`config.mk`:
```
export PLATFORM = sky130hd
export DESIGN_NAME = mvsm_ctrl
export DESIGN_NICKNAME = d
export VERILOG_FILES = /design/src/sv/assert_macros.svh /design/src/sv/mvsm_pkg.sv /design/src/sv/mvsm_ctrl.sv
export SDC_FILE = /design/constraint.sdc
export NUM_CORES = 1
export LEC_CHECK = 0
export BUFFER_PORTS_ARGS = -buffer_cell sky130_fd_sc_hd__buf_2
export CORE_AREA = 3 3 40 42
export CTS_CLUSTER_DIAMETER = 100
export CTS_CLUSTER_SIZE = 20
export DETAILED_ROUTE_END_ITERATION = 8
export DIE_AREA = 0 0 43 45
export GPL_TIMING_DRIVEN = 0
export PLACE_DENSITY_LB_ADDON = 0.3
export SLEW_MARGIN = 20
export SYNTH_ARGS = -nofsm -noshare
export SYNTH_HDL_FRONTEND = slang
export SYNTH_SLANG_ARGS = --single-unit
```
`constraint.sdc`:
```
create_clock -name clock -period 1.8 [get_ports clock]
set_input_delay 0.36 -clock clock [delete_from_list [all_inputs] [get_ports clock]]
set_output_delay 0.36 -clock clock [all_outputs]
set_load 0.005 [all_outputs]
```
`src/sv/assert_macros.svh`:
```
// assertion helper macros
`ifndef ASSERT_MACROS_SVH
`define ASSERT_MACROS_SVH
// property must hold on every rising clock edge outside reset
`define ASSERT_ALWAYS(label, clk, rst, prop, msg) \
   label: assert property (@(posedge clk) disable iff (rst) (prop)) else $error(msg);
// implication checked on every rising clock edge outside reset
`define ASSERT_IMPLY(label, clk, rst, ante, cons, msg) \
   label: assert property (@(posedge clk) disable iff (rst) (ante) |-> (cons)) else $error(msg);
// next-cycle implication checked outside reset
`define ASSERT_NEXT(label, clk, rst, ante, cons, msg) \
   label: assert property (@(posedge clk) disable iff (rst) (ante) |=> (cons)) else $error(msg);
`endif

```
`src/sv/mvsm_pkg.sv`:
```
// ----------------------------------------------------------------------------
// mvsm_pkg
// shared types and codes of the voice sample mixer
// ----------------------------------------------------------------------------
`default_nettype none
package mvsm_pkg;
   localparam logic [2:0] REQ_LOAD   = 3'd0;
   localparam logic [2:0] REQ_START  = 3'd1;
   localparam logic [2:0] REQ_PAUSE  = 3'd2;
   localparam logic [2:0] REQ_REMOVE = 3'd3;
   localparam logic [2:0] REQ_TICK   = 3'd4;

   // sample store depth, one word per 16-bit address
   localparam int SAMPLE_WORDS = 65536;

   // controller to datapath commands
   typedef struct packed {
      logic capture;   // latch request fields, clear accumulator
      logic do_load;   // write sample store
      logic do_start;  // claim free slot
      logic do_pause;  // apply pause to matching slots
      logic do_remove; // free matching slots
      logic clr_slot;  // restart voice walk at slot 0
      logic rd_voice;  // issue sample read for current slot
      logic mix_voice; // mix and update current slot
      logic next_slot; // advance slot index
      logic respond;   // drive result strobe
   } cmd_type;

   // datapath to controller status
   typedef struct packed {
      logic [2:0] req_code;
      logic       last_slot;
   } stat_type;
endpackage
`default_nettype wire

```
`src/sv/mvsm_ctrl.sv`:
```
// ----------------------------------------------------------------------------
// mvsm_ctrl
// sequencer: decode, slot walk for ticks, single-cycle result
// ----------------------------------------------------------------------------
`default_nettype none
module mvsm_ctrl (
   input  wire logic              clock,
   input  wire logic              reset,
   input  wire logic              start,
   output logic                   busy,
   output mvsm_pkg::cmd_type      cmd,
   input  wire mvsm_pkg::stat_type stat
);
   typedef enum logic [5:0] {
      ST_IDLE = 6'b000001,
      ST_EXEC = 6'b000010,
      ST_READ = 6'b000100,
      ST_MIX  = 6'b001000,
      ST_RESP = 6'b010000,
      ST_WAIT = 6'b100000
   } state_type;

   state_type state_ff, state_in;

   always_comb begin
      state_in = state_ff;
      cmd = '0;
      busy = 1'b1;
      case (state_ff)
         ST_IDLE: begin
            busy = 1'b0;
            if (start) begin
               cmd.capture = 1'b1;
               state_in = ST_EXEC;
            end
         end
         ST_EXEC: begin
            case (stat.req_code)
               mvsm_pkg::REQ_LOAD:   cmd.do_load = 1'b1;
               mvsm_pkg::REQ_START:  cmd.do_start = 1'b1;
               mvsm_pkg::REQ_PAUSE:  cmd.do_pause = 1'b1;
               mvsm_pkg::REQ_REMOVE: cmd.do_remove = 1'b1;
               default: ;
            endcase
            cmd.clr_slot = 1'b1;
            state_in = (stat.req_code == mvsm_pkg::REQ_TICK) ? ST_READ : ST_RESP;
         end
         ST_READ: begin
            cmd.rd_voice = 1'b1;
            state_in = ST_MIX;
         end
         ST_MIX: begin
            cmd.mix_voice = 1'b1;
            cmd.next_slot = 1'b1;
            state_in = stat.last_slot ? ST_RESP : ST_READ;
         end
         ST_RESP: begin
            cmd.respond = 1'b1;
            state_in = ST_WAIT;
         end
         ST_WAIT: state_in = ST_IDLE;
         default: state_in = ST_IDLE;
      endcase
   end

   always_ff @(posedge clock) begin
      if (reset) state_ff <= ST_IDLE;
      else       state_ff <= state_in;
   end
endmodule
`default_nettype wire

```
==> flow_summary.yaml, run 1 <==
outcome:
  status: "finished with violations"
  failed_checks: "setup timing"
timing:
  relSlewSlack: 0.766
  rsz0062_at_grt: "true"
  setup_viol: 2
  min_period_ns: 1.82
  slew_viol_final: 0
  fin_skew_ns: 0.00241
  finalCritPeriodShare: 1.01
  whs_ns: 0.334
  worst_pin_slew_ns: 0.346
  hold_viol: 0
  setup_ws_ns: -0.0184
  max_freq_mhz: 550
synthesis:
  synth-main-ff-cell: "dfxtp_1"
  seq_area_frac_synth: 0.296
  yosys_register_bits: 6
  synth.distinct_cells: 26
  yosys_warnings: 0
  syn_area_um2: 405
  synth-async-reset-ratio: 0
  synth_cells: 48
  synth.area.top_cells: "dfxtp_1 (30%), nor2b_1 (9.3%), nor4b_1 (8.6%)"
  synth_top_area_frac: 0.296
  netlist.top_cell.by_area: "dfxtp_1"
  synth_nets: 55
  synth_edf_count: 0
  post_synth.cell_area_avg_um2: 8.45
critical_path:
  start_kind: "flop"
  path_buf_inv: 1
  cpLargestDelayFamily: "simple AND/OR/NAND/NOR gates"
  crit_path_end_kind: "output pin"
  cp_slowest_cell: "dfxtp_4"
  arrival_ns: 1.46
  ff2ff_setup_slack_ns: 0.16
  cp_slowest_stage_delay_ns: 0.36
  worstPathRequired_ns: 1.44
  cp_cell_sequence: "nor4_4 > nand2_2 > nor4bb_2 > buf_2"
  path_max_fanout: 6
  criticalPathCategory: "reg2out"
finish:
  largest_register_ffs: 6
  drive_gt1_frac: 0.536
  max_flop_register: "state_ff"
  stdcell_count: 84
  fin_nets: 78
  num_antenna_cells: 0
  area_delta_synth_final_pct: 47.2
  reg_top3: "state_ff: 6 flops"
  fin_area_um2: 597
  layout_common_cells: "buf_2 (16), nor2b_1 (5)"
  layout_commonest_cell: "buf_2"
clock_tree:
  clock_latency_ns: 0.24
  cts.sinks: 6
  ctsRootBufferMaster: "clkbuf_4"
  cts.path.max_buffers: 2
  hold_buffers: 0
  htreeDepth: 1
  cts.clk_slew.worst_paths_ns: 0.04
  cts_tree: "yes"
  cts_buffers: 3
die:
  die_h_um: 45
  placementRows: 13
  die_w_um: 43
  dieArea_mm2: 0.00194
  coreArea_mm2: 0.00128
  boundaryPins: 18
  start_util: 0.315
drt:
  postRouteAntennaNets: 0
  num_vias: 453
  drt_iter0_drc: 9
  vias_per_cell: 5.39
  wire_per_inst_um: 12.2
  drtPass1Iterations: 2
  drt-total-wl_mm: 1.03
  drc_errors: 0
place:
  port_buffers: 17
  place_hpwl_um: 780
  dpl_cell_area_um2: 509
  dp_cells: 80
  place_congestion: 0.729
global_routing:
  grt_antenna_before_repair: 0
  grt_pass1_vias: 415
  track_usage: 0.113
  grt_max_degree: 10
  grt_pass1_wl_mm: 1.63
  grt_overflow: 0
power:
  total_power_uw: 353
  power.density_mw_per_mm2: 592
  leakage_uw: 0.000264
  ir_drop_mv: 0.457
flow_run:
  cap_viol_max_count: 0
hold_path:
  hold_path.class: "in2reg"
==> where the power goes <==
group	internal (µW)	total, µW	switching [µW]
clock	75.0	118	42.7
sequential	138	144	6.28
combinational	50.0	91.5	41.5
total	263	353	90.5
==> cell usage after synthesis, drive strengths merged (2+ instances only) <==
library cell / count
o21ai: 2
nand3: 2
nor4b: 4
nand2: 2
nor2b: 6
and2: 3
dfxtp: 6
nor2: 2
buf: 2
nor4: 4
==> through the flow <==
step / util / TNS [ns] / setup slack, ns
floorplan: - / 0 / 0.222
global placement: 0.396 / 0 / 0.0111
detailed placement: 0.396 / -0.0658 / -0.0283
CTS: 0.436 / -0.239 / -0.0766
global route: 0.464 / -0.588 / -0.137
finish: 0.464 / -0.0215 / -0.0184
==> logic make-up after synthesis <==
logic type / Yosys count / share of synthesized area
AND/OR/NAND/NOR: 30 / 0.494
buffers and inverters: 4 / 0.0648
AO/OA/AOI/OAI: 8 / 0.145
flip-flops: 6 / 0.296
==> per-layer routing <==
metal | global-route usage | part of all wire | vias to the layer above
li1 | - | - | 226
met1 | 0.113 | 0.42 | 206
met2 | 0.213 | 0.47 | 19
met3 | 0.0598 | 0.096 | 2
met4 | 0.0181 | 0.014 | 0
met5 | 0 | 0 | -
==> worst paths after layout <==
kind | from | end | cells after the start
worst min register to register | state_ff[1]$_SDFFE_PP0P_ | state_ff[3]$_SDFFE_PP0P_ | 1
worst max register to register | state_ff[3]$_SDFFE_PP0P_ | state_ff[2]$_SDFFE_PP0P_ | 3
worst min-delay path | reset | state_ff[1]$_SDFFE_PP0P_ | 2
worst max-delay path | state_ff[5]$_SDFFE_PP0P_ | cmd[5] | 4
==> layout make-up <==
| cell class | instances | area (µm²) |
|---|---|---|
| Multi-Input combinational cell | 38 | 300 |
| Tap cell | 15 | 18.8 |
| Sequential cell | 6 | 126 |
| Fill cell | 129 | 688 |
| Buffer | 2 | 18.8 |
| Timing Repair Buffer | 19 | 106 |
| Inverter | 1 | 3.75 |
| Clock buffer | 3 | 22.5 |
==> what timing repair did <==
action | 4_1_cts | 5_1_grt
endpoints found under the setup margin | 9 | 9
pin swaps | 1 | 2
buffers inserted | 1 | 2
endpoints found under the hold margin | 0 | 0
resized for setup | 5 | 8
Power figures use the tool's default switching activity.
==> run 2: changes to the inputs <==
Settings changed: REMOVE_ABC_BUFFERS set to 1.
==> flow_summary.yaml, run 2 (synthesis gave the netlist of run 1 again) <==
flow_run:
  cap_viol_max_count: 0
timing:
  setup_ws_ns: -0.00494
  slew_viol_final: 0
  worst_pin_slew_ns: 0.355
  min_period_ns: 1.80
  finalCritPeriodShare: 1.00
  setup_viol: 1
  fin_skew_ns: 0.00931
  max_freq_mhz: 554
  rsz0062_at_grt: "true"
  hold_viol: 0
  relSlewSlack: 0.759
global_routing:
  grt.met1_usage: 0.155
  grt_antenna_before_repair: 0
  grt_use_met2: 0.159
  grt_overflow: 0
  grt_pass1_vias: 382
  met3_usage: 0.0598
  grt_max_degree: 10
  grt_busiest_layer: "met2"
  grt_pass1_wl_mm: 1.64
  track_usage: 0.118
hold_path:
  hold_depth: 2
  min_from: "reset"
  hold_end: "state_ff[1]$_SDFFE_PP0P_"
  hold_path.class: "in2reg"
place:
  dp_slack_ns: 0.0528
  place_congestion: 0.819
  port_buffers: 17
drt:
  postRouteAntennaNets: 0
  drt_iter0_drc: 6
  wire_per_inst_um: 13.1
  num_vias: 454
  drtPass1Iterations: 4
  vias_per_cell: 5.47
  drt-total-wl_mm: 1.09
  drc_errors: 0
finish:
  max_flop_register: "state_ff"
  reg_top3: "state_ff: 6 flops"
  layout_commonest_cell: "buf_2"
  fin_nets: 77
  num_antenna_cells: 0
  area_delta_synth_final_pct: 45.4
  layout_common_cells: "buf_2 (17), nor2b_1 (5), dfxtp_2 (4)"
  largest_register_ffs: 6
  fillerInstances: 135
  drive_gt1_frac: 0.574
power:
  ir_drop_mv: 0.391
  power.density_mw_per_mm2: 605
  leakage_uw: 0.000260
  total_power_uw: 356
die:
  die_h_um: 45
  start_util: 0.315
  die_w_um: 43
  placementRows: 13
  dieArea_mm2: 0.00194
  boundaryPins: 18
  coreArea_mm2: 0.00128
critical_path:
  arrival_ns: 1.44
  path_max_fanout: 5
  r2r-end: "state_ff[2]$_SDFFE_PP0P_"
  crit_path_end_kind: "output pin"
  ff2ff_setup_slack_ns: 0.02
  worstReg2RegStart: "state_ff[3]$_SDFFE_PP0P_"
  criticalPathCategory: "reg2out"
  rr_worst_depth: 4
  worstPathRequired_ns: 1.44
  start_kind: "flop"
clock_tree:
  cts.path.max_buffers: 2
  clock_latency_ns: 0.25
  cts.clk_slew.worst_paths_ns: 0.05
  cts_buffers: 3
  cts.sinks: 6
  htreeDepth: 1
  ctsRootBufferMaster: "clkbuf_4"
  cts_tree: "yes"
outcome:
  status: "finished with violations"
  failed_checks: "setup timing"
## run 2: cell count changes in the layout (fill, tap and decap cells not counted), moves of 2 or more
| cell | delta |
|---|---|
| nor4b_2 | +2 |
| nor4b_1 | -2 |
| dfxtp_1 | -2 |
| buf_6 | -2 |
| dfxtp_2 | +2 |
## run 2: layer usage
| metal | wire length, µm | part of all wire |
|---|---|---|
| met1 | 474 | 0.44 |
| met2 | 540 | 0.50 |
| met3 | 61 | 0.056 |
| met4 | 10 | 0.0092 |
| met5 | 0 | 0 |
## run 2: layout make-up
type                    count  area [µm²]  share of cell area
repair buffers             20         108               0.183
well taps                  15        18.8              0.0318
inverters                   1        3.75             0.00637
multi-input cells          38         308               0.522
flip-flops and latches      6         129               0.219
clock buffers               3        22.5              0.0382
## run 2: timing repair
action                     in CTS  in global routing
setup endpoints to repair       4                  8
setup buffers                   0                  3
resized for setup               8                  7
hold buffers                    0                  0
pin swaps                       3                  3
## run 2: worst max-delay path by stage
stage	startpoint	endpoint	cells after the start
finish	state_ff[3]$_SDFFE_PP0P_	cmd[5]	4
global route	state_ff[3]$_SDFFE_PP0P_	cmd[5]	4
CTS	state_ff[5]$_SDFFE_PP0P_	cmd[5]	4
detailed placement	state_ff[3]$_SDFFE_PP0P_	cmd[5]	4
global placement	state_ff[0]$_SDFFE_PP1P_	cmd[5]	4
floorplan	state_ff[3]$_SDFFE_PP0P_	cmd[5]	3
## run 2: critical path, cell delays in order (launching register included)
cell	delay (ns)
dfxtp_4	0.36
nor4_4	0.30
nand2_2	0.14
nor4bb_1	0.25
buf_2	0.15
## run 2: power breakdown
part | internal, µW | switching (µW)
Combinational | 45.8 | 32.7
Sequential | 138 | 13.9
Clock | 75.5 | 50.3
Total | 259 | 97.0
## run 2: per-stage QoR
stage	setup TNS, ns	instances	util	hold WS [ns]	cell area, µm²
floorplan	0	45	-	0.432	383
global placement	0	77	0.379	0.585	487
detailed placement	0	77	0.379	0.579	487
CTS	-0.0522	80	0.419	0.328	538
global route	-0.202	83	0.459	0.344	589
finish	-0.00494	83	0.459	0.329	589
